`src/rtl/core/m2pow_pkg.sv`:
```
`default_nettype none
package m2pow_pkg;

  localparam int EXP_BITS      = 16;
  localparam int FRAC_BITS_DEF = 16;
  localparam int ELEM_W        = 32;

  typedef logic signed [ELEM_W-1:0] elem_t;

  localparam elem_t ELEM_MAX = 32'sh7FFF_FFFF;
  localparam elem_t ELEM_MIN = 32'sh8000_0000;

  typedef struct packed {
    logic signed [ELEM_W-1:0]   a00;
    logic signed [ELEM_W-1:0]   a01;
    logic signed [ELEM_W-1:0]   a10;
    logic signed [ELEM_W-1:0]   a11;
    logic signed [EXP_BITS-1:0] exponent;
  } req_t;

  typedef struct packed {
    logic signed [ELEM_W-1:0] r00;
    logic signed [ELEM_W-1:0] r01;
    logic signed [ELEM_W-1:0] r10;
    logic signed [ELEM_W-1:0] r11;
    logic                     singular;
    logic                     saturated;
  } rsp_t;

  typedef struct packed {
    logic done;
    logic sat;
  } div_stat_t;

  typedef enum logic [2:0] {
    ST_IDLE,
    ST_DET,
    ST_CHK,
    ST_DIV,
    ST_STEP,
    ST_MUL,
    ST_COPY,
    ST_DONE
  } state_t;

endpackage
`default_nettype wire

```
`src/rtl/core/m2pow_div.sv`:
```
`default_nettype none
module m2pow_div #(
  parameter int FRAC_BITS = m2pow_pkg::FRAC_BITS_DEF
) (
  input  logic                  clk,
  input  logic                  rst,
  input  logic                  start,
  input  logic signed [32:0]    adj,
  input  logic [63:0]           dmag,
  input  logic                  dneg,
  output m2pow_pkg::div_stat_t  stat,
  output m2pow_pkg::elem_t      quo
);

  localparam int NUM_W = 32 + 2 * FRAC_BITS;
  localparam int CNT_W = $clog2(NUM_W + 1);
  localparam logic [33:0] CAP = 34'h1_0000_0000;

  logic [NUM_W-1:0] num;
  logic [63:0]      rem;
  logic [32:0]      q;
  logic [CNT_W-1:0] cnt;
  logic             busy;
  logic             neg;
  logic             done;

  logic [64:0] rs;
  logic        ge;
  logic [64:0] rn;
  logic [33:0] qs;
  logic [32:0] qn;
  logic [32:0] amag;

  always_comb begin
    rs   = {rem, num[NUM_W-1]};
    ge   = rs >= {1'b0, dmag};
    rn   = ge ? (rs - {1'b0, dmag}) : rs;
    qs   = {q, ge};
    qn   = (qs > CAP) ? CAP[32:0] : qs[32:0];
    amag = adj[32] ? (-adj) : adj;
  end

  always_ff @(posedge clk) begin
    if (rst) begin
      busy <= 1'b0;
      done <= 1'b0;
      cnt  <= '0;
    end else begin
      done <= busy && (cnt == CNT_W'(1));
      if (start) begin
        num  <= {amag[31:0], {(2 * FRAC_BITS){1'b0}}};
        rem  <= '0;
        q    <= '0;
        cnt  <= CNT_W'(NUM_W);
        busy <= 1'b1;
        neg  <= adj[32] ^ dneg;
      end else if (busy) begin
        num <= {num[NUM_W-2:0], 1'b0};
        rem <= rn[63:0];
        q   <= qn;
        cnt <= cnt - CNT_W'(1);
        if (cnt == CNT_W'(1)) begin
          busy <= 1'b0;
        end
      end
    end
  end

  always_comb begin
    stat.done = done;
    if (neg) begin
      stat.sat = q > 33'h0_8000_0000;
      quo      = stat.sat ? m2pow_pkg::ELEM_MIN : -$signed(q[31:0]);
    end else begin
      stat.sat = q > 33'h0_7FFF_FFFF;
      quo      = stat.sat ? m2pow_pkg::ELEM_MAX : $signed(q[31:0]);
    end
  end

endmodule
`default_nettype wire

```
`config.mk`:
```
export PLATFORM = sky130hd
export DESIGN_NAME = m2pow_div
export DESIGN_NICKNAME = d
export VERILOG_FILES = /design/src/rtl/core/m2pow_pkg.sv /design/src/rtl/core/m2pow_div.sv
export SDC_FILE = /design/constraint.sdc
export NUM_CORES = 1
export LEC_CHECK = 0
export BUFFER_PORTS_ARGS = -buffer_cell sky130_fd_sc_hd__buf_2
export CAP_MARGIN = 20
export CORE_ASPECT_RATIO = 1.2
export CORE_UTILIZATION = 61
export DETAILED_ROUTE_END_ITERATION = 8
export PLACE_DENSITY_LB_ADDON = 0.08
export SYNTH_ARGS = -nofsm -noshare
export SYNTH_HDL_FRONTEND = slang
export SYNTH_SLANG_ARGS = --single-unit
```
`constraint.sdc`:
```
create_clock -name clk -period 9 [get_ports clk]
set_input_delay 0.9 -clock clk [delete_from_list [all_inputs] [get_ports clk]]
set_output_delay 0.9 -clock clk [all_outputs]
set_load 0.005 [all_outputs]
```
==> results.md, run 1 <==
* Run status: complete, no violations
* Highest clock rate at 0.174 GHz
* Setup CP Type: flop to output pin
* P&R area growth vs syn at 11.1%
* Count of buffers from port buffering at 134
* Minimum clock period at 5.74 ns
* Critical path data required time at 8.10 ns
* Number of buffers added for setup after CTS at 0
* Die Span X at 130 um
* Pin count of the biggest net entering global routing at 106
* Cell with the biggest individual delay on the critical path: a211o_1
* Worst-path cell chain: inv_1, ha_1, or3b_2, or4b_4, or4b_4, or3_4, or3_1, a211o_1, or3b_1, nand3_1, buf_2
* Proportion of synthesized flip-flops having asynchronous set or reset at 0%
* Internal power at 0.00146 W
* Switching part of the total power at 35.3%
* Num rows at 55
* Leakage dissipation at 5.54 nW
* Vias/cell at 6.07
* Post-synthesis cell type count at 72
* DRC violation count after routing at 0
* Final Hold Viols at 0
* Launching element type of the critical path: flop
* Most common cell after layout, fill and taps aside: nand2_1
* Yosys reg bits at 139
* Area enclosed by the die boundary at 0.0202 mm^2
* Clock Latency Late Sink at 0.44 ns
* Number of global-route vias before repair at 10300
* Clock Path Buffers at 2
* Number of DRC violations after detailed-routing iteration 0 at 710
* Residual antenna-violating net count after detailed routing at 0
* Post-cts repair resize count at 0
* Number of buffer and inverter instances along the worst setup path at 2
* RSZ-0062 raised after global routing: false
* Sequential Power Share at 36.2%
* Cell occurring most often along the worst timing path: or4b_4
* Count of maximum capacitance violations at 0
* Sequential-to-total area share from yosys stat at 34.1%
* Logic gate share of total power at 31.4%
* Top delay family on crit path: simple AND/OR/NAND/NOR gates
* Skew final at 0.0100 ns
* Worst path max stage delay at 0.65 ns
* Worst-path clk slew at 0.06 ns
* Arrival time reported for the critical path endpoint at 4.84 ns
* Count of hold-fix buffers inserted at cts at 0
* Synth Cell Area at 0.0120 mm^2
* Initial antenna violation count at 0
* Gr usage total at 30.6%
* Count of TritonRoute iterations in the first routing pass at 5
* Final weighted congestion of routability-driven global placement at 0.907
* Number of flops mapped to enable cells by yosys at 130
* Post-Synthesis Net Count at 1649
* Path category of the worst min-delay check: flop to flop
* Most common flop cell mapped by yosys: edfxtp_1
* Global-route wire length before repair at 49.3 mm
* Worst Tran Pin Value at 1.05 ns
* Instance count of the mapped netlist at 1478
* Clock Power Share at 32.4%
* Avg Cell Area, Syn at 8.09 um^2
* Commonest non-fill, non-tap cells in the layout: nand2_1 (188), a21oi_1 (161), buf_2 (133)
* Switching power total at 0.000798 W
* Slew HR at 30.2%
* Clock Tree Root: clkbuf_16
* Count of boundary I/O pins at 135
* Finish-stage setup viols at 0
* Worst vdd ir at 0.154 mV
* Number of clock buffers inserted by TritonCTS at 17
* Category of the worst setup path capture point: output pin
* Fraction of layout instances using a drive strength above 1 at 12.7%
* Post-route clock period utilization at 63.8%
* Layout net count at 1723
* Vertical die dimension at 155 um
* Critical path fanouts, max at 29
* Routed Wire Length at 30.2 mm
* Overflow after GRT at 0
* Detailed-route via count at 11100
* Final HPWL from detailed placement at 21.5 mm
* Final sum of negative setup slack at 0 ns
* TritonCTS clock tree: done
* Wire length per cell after detailed routing at 16.6 um
* Ys Warns at 0
* CTS Sinks at 139
* Cell area power density at 170 mW/mm^2
* Core box area at 0.0191 mm^2
* Number of antenna repair diodes at 0
* Effective utilization at floorplan at 62.7%
* Number of max-slew violations in the final report at 0
* Post-Route Hold Slack at 0.501 ns
* Max H-tree Level at 4
-- cell families after synthesis --
family          count (synthesis)  synth area share [%]
xor+xnor                       88                  6.44
fa+ha+maj                      70                  7.39
buf+inv                       187                  6.05
simple gates                  554                  22.9
mux                             4                 0.335
compound gates                436                  22.7
flops                         139                  34.1
-- worst min-delay path, cell delays in order (launching register included) --
cell and delay [ns]:
dfxtp_1 0.32, nor2_1 0.08, a211oi_1 0.05
-- synth_stat cells (9+ instances only) --
cell type	n	area share [%]
nand2_1	188	5.9
a21oi_1	161	6.7
edfxtp_1	130	33
nor2_1	116	3.6
inv_1	102	3.2
o21ai_0	91	3.8
clkbuf_1	78	2.4
ha_1	69	7.2
xor2_1	52	3.8
and2_1	38	2.0
xnor2_1	36	2.6
nor3_1	32	1.3
a21o_1	31	1.9
nand4_1	28	1.5
a211oi_1	26	1.6
nand3_1	24	1.0
or3_1	20	1.0
o311ai_0	18	1.3
nor4_1	17	0.89
nor2b_1	15	0.78
o31ai_1	14	0.88
or4_1	14	0.88
or2_2	13	0.68
nand2b_1	12	0.63
o21bai_1	12	0.75
o21a_1	11	0.69
a31oi_1	9	0.47
dfxtp_1	9	1.5
-- worst paths after layout --
kind         depth (start not counted)  slack [ns]       to   start
min reg2reg                          2        0.50   cnt[1]  cnt[1]
max                                 11        3.26  quo[27]    q[1]
min                                  2        0.50   cnt[1]  cnt[1]
max reg2reg                         11        4.39  rem[61]  rem[3]
-- area by class of cell --
class | instances | area, um^2
fill | 1662 | 5780
multi-input combinational | 1152 | 7170
clock inverter | 14 | 165
sequential | 139 | 4080
timing repair buffer | 140 | 718
tap | 256 | 320
clock buffer | 18 | 439
inverter | 102 | 383
-- metal layers --
| layer | track usage (%) | vias to the layer above | routed length, um |
|---|---|---|---|
| met5 | 0 | - | 0 |
| li1 | - | 5531 | - |
| met4 | 11.5 | 0 | 674 |
| met3 | 3.99 | 52 | 1380 |
| met2 | 51.3 | 335 | 14600 |
| met1 | 40.1 | 5135 | 13600 |
-- per-stage QoR --
| step | worst slack [ns] | instance area (um^2) | utilization [%] | cells | power [W] |
|---|---|---|---|---|---|
| 2_1_floorplan | 1.53 | 12000 | - | 1478 | 0.00135 |
| 3_3_place_gp | 3.81 | 12700 | 66.5 | 1789 | 0.00152 |
| 4_1_cts | 3.28 | 13300 | 69.7 | 1821 | 0.00226 |
| 3_5_place_dp | 3.75 | 12700 | 66.5 | 1789 | 0.00153 |
| 6_report | 3.26 | 13300 | 69.7 | 1821 | 0.00226 |
| 5_1_grt | 3.01 | 13300 | 69.7 | 1821 | 0.00238 |
-- state kept, by name, indices dropped and copies added, names as in the netlist --
| register | flops |
|---|---|
| rem | 64 |
| neg | 1 |
| num | 32 |
| cnt | 7 |
| busy | 1 |
| q | 33 |
| done | 1 |
-- power by group through the flow --
stage	Clock, W	Sequential (W)	Combinational (W)
5_1_grt	0.000764	0.000824	0.000792
3_5_place_dp	0	0.000830	0.000698
2_1_floorplan	0	0.000822	0.000529
6_report	0.000733	0.000818	0.000710
3_3_place_gp	0	0.000829	0.000687
4_1_cts	0.000739	0.000817	0.000703
Note: power is estimated with default switching activity, not from simulation.
==> run 2, diff against run 1 <==
==> constraint.sdc (replaced) <==
create_clock -name clk -period 5.7 [get_ports clk]
set_input_delay 0.57 -clock clk [delete_from_list [all_inputs] [get_ports clk]]
set_output_delay 0.57 -clock clk [all_outputs]
set_load 0.005 [all_outputs]
==> run 2 against run 1 <==
  * Worst setup slack got worse by 3.1 ns
  * Cell count increased by 0.22%
  * Design area increased by 0.24%
  * Critical path depth decreased by 1
  * Clock skew increased by 0.0019 ns
  * Via count increased by 1.1%
  * Sequential share of layout area decreased by 0.075 points
  * Global-route usage decreased by 0.13 points
  * Count of clock-buffer cells in the layout unchanged
  * Die area unchanged
  * Critical path type unchanged
  * Largest cell class unchanged
  * Largest power group unchanged
==> results.md, run 2 (synthesis gave the netlist of run 1 again) <==
* Minimum clock period at 5.51 ns
* P&R area growth vs syn at 11.3%
* Category of the worst setup path capture point: output pin
* Final Instance Count excl. Fillers at 1825
* Area enclosed by the die boundary at 0.0202 mm^2
* Overflow after GRT at 0
* TritonCTS clock tree: done
* Path category of the worst min-delay check: input port to flop
* Fraction of layout instances using a drive strength above 1 at 12.9%
* Clock Latency Late Sink at 0.44 ns
* Die Span X at 130 um
* Worst Tran Pin Value at 0.982 ns
* Cell with the biggest individual delay on the critical path: a211o_1
* Max H-tree Level at 4
* Crit path to: quo[10]
* Placed cells at 1792
* Number of antenna repair diodes at 0
* Finish-stage setup viols at 0
* Count of TritonRoute iterations in the first routing pass at 5
* Most common cell after layout, fill and taps aside: nand2_1
* Vias/cell at 6.12
* Final HPWL from detailed placement at 21.9 mm
* Most flop-heavy register: rem
* CTS Sinks at 139
* Leakage dissipation at 5.55 nW
* Clock Path Buffers at 2
* Number of max-slew violations in the final report at 0
* Setup slack of the worst register-to-register path at 1.36 ns
* Endpoint of the worst-slack reg-to-reg timing path: rem[54]
* Commonest non-fill, non-tap cells in the layout: nand2_1 (188), a21oi_1 (161), buf_2 (133)
* Post-cts repair resize count at 0
* Detailed-route via count at 11200
* Count of hold-fix buffers inserted at cts at 0
* PnR Total Power at 0.00351 W
* Count of boundary I/O pins at 135
* Critical path startpoint: q[0]
* DRC violation count after routing at 0
* Number of buffer and inverter instances along the worst setup path at 2
* Gr usage total at 30.5%
* Number of buffers added for setup after CTS at 0
* Slew HR at 34.5%
* Cell area power density at 264 mW/mm^2
* Length in cells of the worst reg-to-reg path at 12
* Met2 demand-to-capacity share in global routing at 50.8%
* Cell count along the critical path at 10
* Layer with the highest usage: met2
* Wire length per cell after detailed routing at 16.5 um
* Final standard cell utilization of the core at 69.8%
* Startpoint of the most critical register-to-register path: rem[3]
* Worst-path clk slew at 0.06 ns
* Core box area at 0.0191 mm^2
* Clock Tree Root: clkbuf_16
* Vertical die dimension at 155 um
* Number of global-route vias before repair at 10400
* Global-route wire length before repair at 49.3 mm
* Setup CP Type: flop to output pin
* Global-route track usage on met3 at 4.71%
* Num rows at 55
* Fraction of met1 tracks used by global routing at 39.9%
* Largest registers: rem (64), q (33), num (32)
* Worst vdd ir at 0.231 mV
* Initial antenna violation count at 0
* Arrival time reported for the critical path endpoint at 4.94 ns
* Count of maximum capacitance violations at 0
* Run status: complete, no violations
* Final Hold Viols at 0
* Number of flip-flops in the largest register at 64
* Residual antenna-violating net count after detailed routing at 0
* Worst-path cell chain: inv_1, ha_1, or3b_2, or4b_4, or4b_4, or3_4, or3_1, a211o_1, o311ai_0, buf_2
* Layout net count at 1727
* Highest clock rate at 0.181 GHz
* Post-Route Hold Slack at 0.408 ns
* Pin count of the biggest net entering global routing at 113
* Count of buffers from port buffering at 134
* RSZ-0062 raised after global routing: false
* Effective utilization at floorplan at 62.7%
* Final weighted congestion of routability-driven global placement at 0.966
* Launching element type of the critical path: flop
* Cell occurring most often along the worst timing path: or4b_4
* Top delay family on crit path: simple AND/OR/NAND/NOR gates
* Post-route clock period utilization at 96.7%
* Number of clock buffers inserted by TritonCTS at 17
* Number of DRC violations after detailed-routing iteration 0 at 978
* Worst path max stage delay at 0.65 ns
* Routed Wire Length at 30.0 mm
* Skew final at 0.0119 ns
* Final sum of negative setup slack at 0 ns
* Critical path fanouts, max at 29
* Critical path data required time at 5.13 ns
[run 2: final cells by class]
| cell class | instances | area, um^2 |
|---|---|---|
| multi-input combinational | 1152 | 7170 |
| sequential | 139 | 4080 |
| fill | 1654 | 5750 |
| clock buffer | 18 | 439 |
| tap | 256 | 320 |
| inverter | 102 | 383 |
| timing repair buffer | 144 | 768 |
| clock inverter | 14 | 148 |
[run 2: how the worst min path moves through the flow]
stage             end  cells after the start    from  slack [ns]
2_1_floorplan  cnt[1]                      2  cnt[1]        0.47
3_3_place_gp   cnt[1]                      2  cnt[1]        0.48
3_5_place_dp   cnt[1]                      2  cnt[1]        0.49
4_1_cts          busy                      2     rst        0.41
5_1_grt          busy                      2     rst        0.42
6_report       cnt[6]                      2     rst        0.41
[run 2: per-layer routing]
layer,wire (um),vias up
li1,-,5530
met1,13100,5194
met2,14700,381
met3,1580,68
met4,724,0
met5,0,-
[run 2: where the power goes]
group | internal (W) | switching, W
sequential | 0.00123 | 0.0000593
combinational | 0.000443 | 0.000682
clock | 0.000595 | 0.000502
[run 2: through the flow]
stage | worst slack (ns) | cell area, um^2
finish | 0.189 | 13300
global route | 0.0522 | 13300
CTS | 0.241 | 13300
detailed placement | 0.731 | 12700
global placement | 0.835 | 12700
floorplan | 0.727 | 12000
[run 2: worst reg2reg max path: cells and delay by family (launching register included)]
family	cells	cell delay (ns)
AOI/OAI and AO/OA	7	2.20
and+or+nand+nor	2	0.66
buffers and inverters	2	0.53
DFF	1	0.42
adders and majority gates	1	0.39
==> run 3, diff against run 2 <==
--- a/config.mk
+++ b/config.mk
@@ -5,12 +5,12 @@
 export SDC_FILE = /design/constraint.sdc
 export NUM_CORES = 1
 export LEC_CHECK = 0
-export BUFFER_PORTS_ARGS = -buffer_cell sky130_fd_sc_hd__buf_2
+export BUFFER_PORTS_ARGS = -buffer_cell sky130_fd_sc_hd__clkbuf_2
 export CAP_MARGIN = 20
 export CORE_ASPECT_RATIO = 1.2
 export CORE_UTILIZATION = 61
 export DETAILED_ROUTE_END_ITERATION = 8
-export PLACE_DENSITY_LB_ADDON = 0.08
+export PLACE_DENSITY = 0.94
 export SYNTH_ARGS = -nofsm -noshare
 export SYNTH_HDL_FRONTEND = slang
 export SYNTH_SLANG_ARGS = --single-unit
==> run 3 against run 2 <==
  * Maximum frequency grew 0.91%
  * Sequential power about the same
  * Via count up 2.3%
  * Register-to-register slack got worse by 0.15 ns
  * Wire length grew 0.58%
  * Design area shrank 0.46%
  * Count of clock-buffer cells in the layout increased by 3
  * Critical endpoint is now quo[12]
  * Largest cell class unchanged
  * Highest routed layer unchanged
==> results.md, run 3 (synthesis gave the netlist of run 1 again) <==
* Setup slack of the worst register-to-register path at 1.21 ns
* Arrival time reported for the critical path endpoint at 4.89 ns
* P&R area growth vs syn at 10.8%
* Cell area power density at 264 mW/mm^2
* CTS Sinks at 139
* Routed Wire Length at 30.2 mm
* Slew HR at 36.6%
* Pin count of the biggest net entering global routing at 97
* Count of boundary I/O pins at 135
* Worst vdd ir at 0.218 mV
* Critical path data required time at 5.13 ns
* Wire length per cell after detailed routing at 16.6 um
* Post-cts repair resize count at 0
* Pre-CTS setup slack at 0.750 ns
* Core box area at 0.0191 mm^2
* Count of TritonRoute iterations in the first routing pass at 6
* Minimum clock period at 5.46 ns
* Cell occurring most often along the worst timing path: or4b_4
* Most flop-heavy register: rem
* Count of hold-fix buffers inserted at cts at 0
* Critical path fanouts, max at 29
* Run status: complete, no violations
* Max H-tree Level at 4
* Num rows at 55
* RSZ-0062 raised after global routing: false
* Number of buffer and inverter instances along the worst setup path at 2
* Setup CP Type: flop to output pin
* Commonest non-fill, non-tap cells in the layout: nand2_1 (188), a21oi_1 (161), clkbuf_2 (133)
* Clock Path Buffers at 2
* Worst path max stage delay at 0.64 ns
* Cell with the biggest individual delay on the critical path: a211o_1
* Top delay family on crit path: simple AND/OR/NAND/NOR gates
* Path category of the worst min-delay check: input port to flop
* Post-route clock period utilization at 95.8%
* Final HPWL from detailed placement at 21.7 mm
* Initial antenna violation count at 0
* Final standard cell utilization of the core at 69.5%
* DRC violation count after routing at 0
* Final sum of negative setup slack at 0 ns
* Worst-path clk slew at 0.06 ns
* Largest registers: rem (64), q (33), num (32)
* Most common cell after layout, fill and taps aside: nand2_1
* Finish-stage setup viols at 0
* Category of the worst setup path capture point: output pin
* Setup ws final at 0.239 ns
* Vias/cell at 6.28
* Skew final at 0.00993 ns
* TritonCTS clock tree: done
* Layout net count at 1723
* Vertical die dimension at 155 um
* Number of max-slew violations in the final report at 0
* Final Hold Viols at 0
* Worst Tran Pin Value at 0.948 ns
* Die Span X at 130 um
* Final weighted congestion of routability-driven global placement at 0.935
* Clock Tree Root: clkbuf_16
* Detailed-route via count at 11400
* Number of clock buffers inserted by TritonCTS at 17
* Gr usage total at 30.8%
* Global-route wire length before repair at 50.2 mm
* Clock Latency Late Sink at 0.44 ns
* Fraction of layout instances using a drive strength above 1 at 12.5%
* Effective utilization at floorplan at 62.7%
* Number of buffers added for setup after CTS at 0
* Residual antenna-violating net count after detailed routing at 0
* Number of global-route vias before repair at 10700
* Overflow after GRT at 0
* Launching element type of the critical path: flop
* Count of buffers from port buffering at 134
* Number of flip-flops in the largest register at 64
* Leakage dissipation at 5.54 nW
* Highest clock rate at 0.183 GHz
* Number of DRC violations after detailed-routing iteration 0 at 1063
* Count of maximum capacitance violations at 0
* Area enclosed by the die boundary at 0.0202 mm^2
* Worst-path cell chain: inv_1, ha_1, or3b_2, or4b_4, or4b_4, or3_4, or3_1, a211o_1, o311ai_0, clkbuf_2
* Number of antenna repair diodes at 0
run 3: changes by cell type in the layout (fill, tap and decap cells not counted), sizes merged:
cell,before,now
buf,144,7
bufinv,0,1
clkbuf,18,154
clkinv,3,4
inv,111,106
run 3: report_power, final:
group	total, W	switching, W	internal [W]
sequential	0.00129	0.0000603	0.00123
combinational	0.00113	0.000693	0.000441
clock	0.00108	0.000459	0.000618
run 3: per-layer routing:
| layer | global-route usage (%) | wire, um |
|---|---|---|
| met1 | 38.1 | 12500 |
| met2 | 52.2 | 14700 |
| met3 | 5.06 | 2060 |
| met4 | 14.0 | 933 |
| met5 | 0 | 0 |
run 3: cell type report:
class	instances	area, um^2
Multi-Input combinational cell	1152	7170
Fill cell	1507	5810
Inverter	102	383
Clock inverter	11	111
Tap cell	256	320
Sequential cell	139	4080
Timing Repair Buffer	140	731
Clock buffer	21	450
run 3: worst paths after layout:
check                            start       to  cells past startpoint
worst max-delay path              q[0]  quo[12]                     10
worst min-delay path               rst   cnt[6]                      2
worst max register to register  rem[3]  rem[18]                     11
worst min register to register  cnt[1]   cnt[1]                      2
run 3: per-stage QoR:
stage	std cells	total power, W	hold slack [ns]	area, um^2
global placement	1789	0.00237	0.483	12700
CTS	1821	0.00348	0.406	13300
finish	1821	0.00350	0.411	13300
detailed placement	1789	0.00241	0.495	12700
global route	1821	0.00368	0.419	13300
floorplan	1478	0.00213	0.469	12000
run 3: worst reg2reg max path: stages (launching register included):
cell	delay, ns
edfxtp_1	0.39
ha_1	0.39
nand2_1	0.11
a211oi_1	0.51
o2111ai_1	0.25
a31oi_1	0.48
o2111ai_1	0.22
a21boi_0	0.62
or2_2	0.59
buf_4	0.37
mux2i_1	0.23
nor2_1	0.05
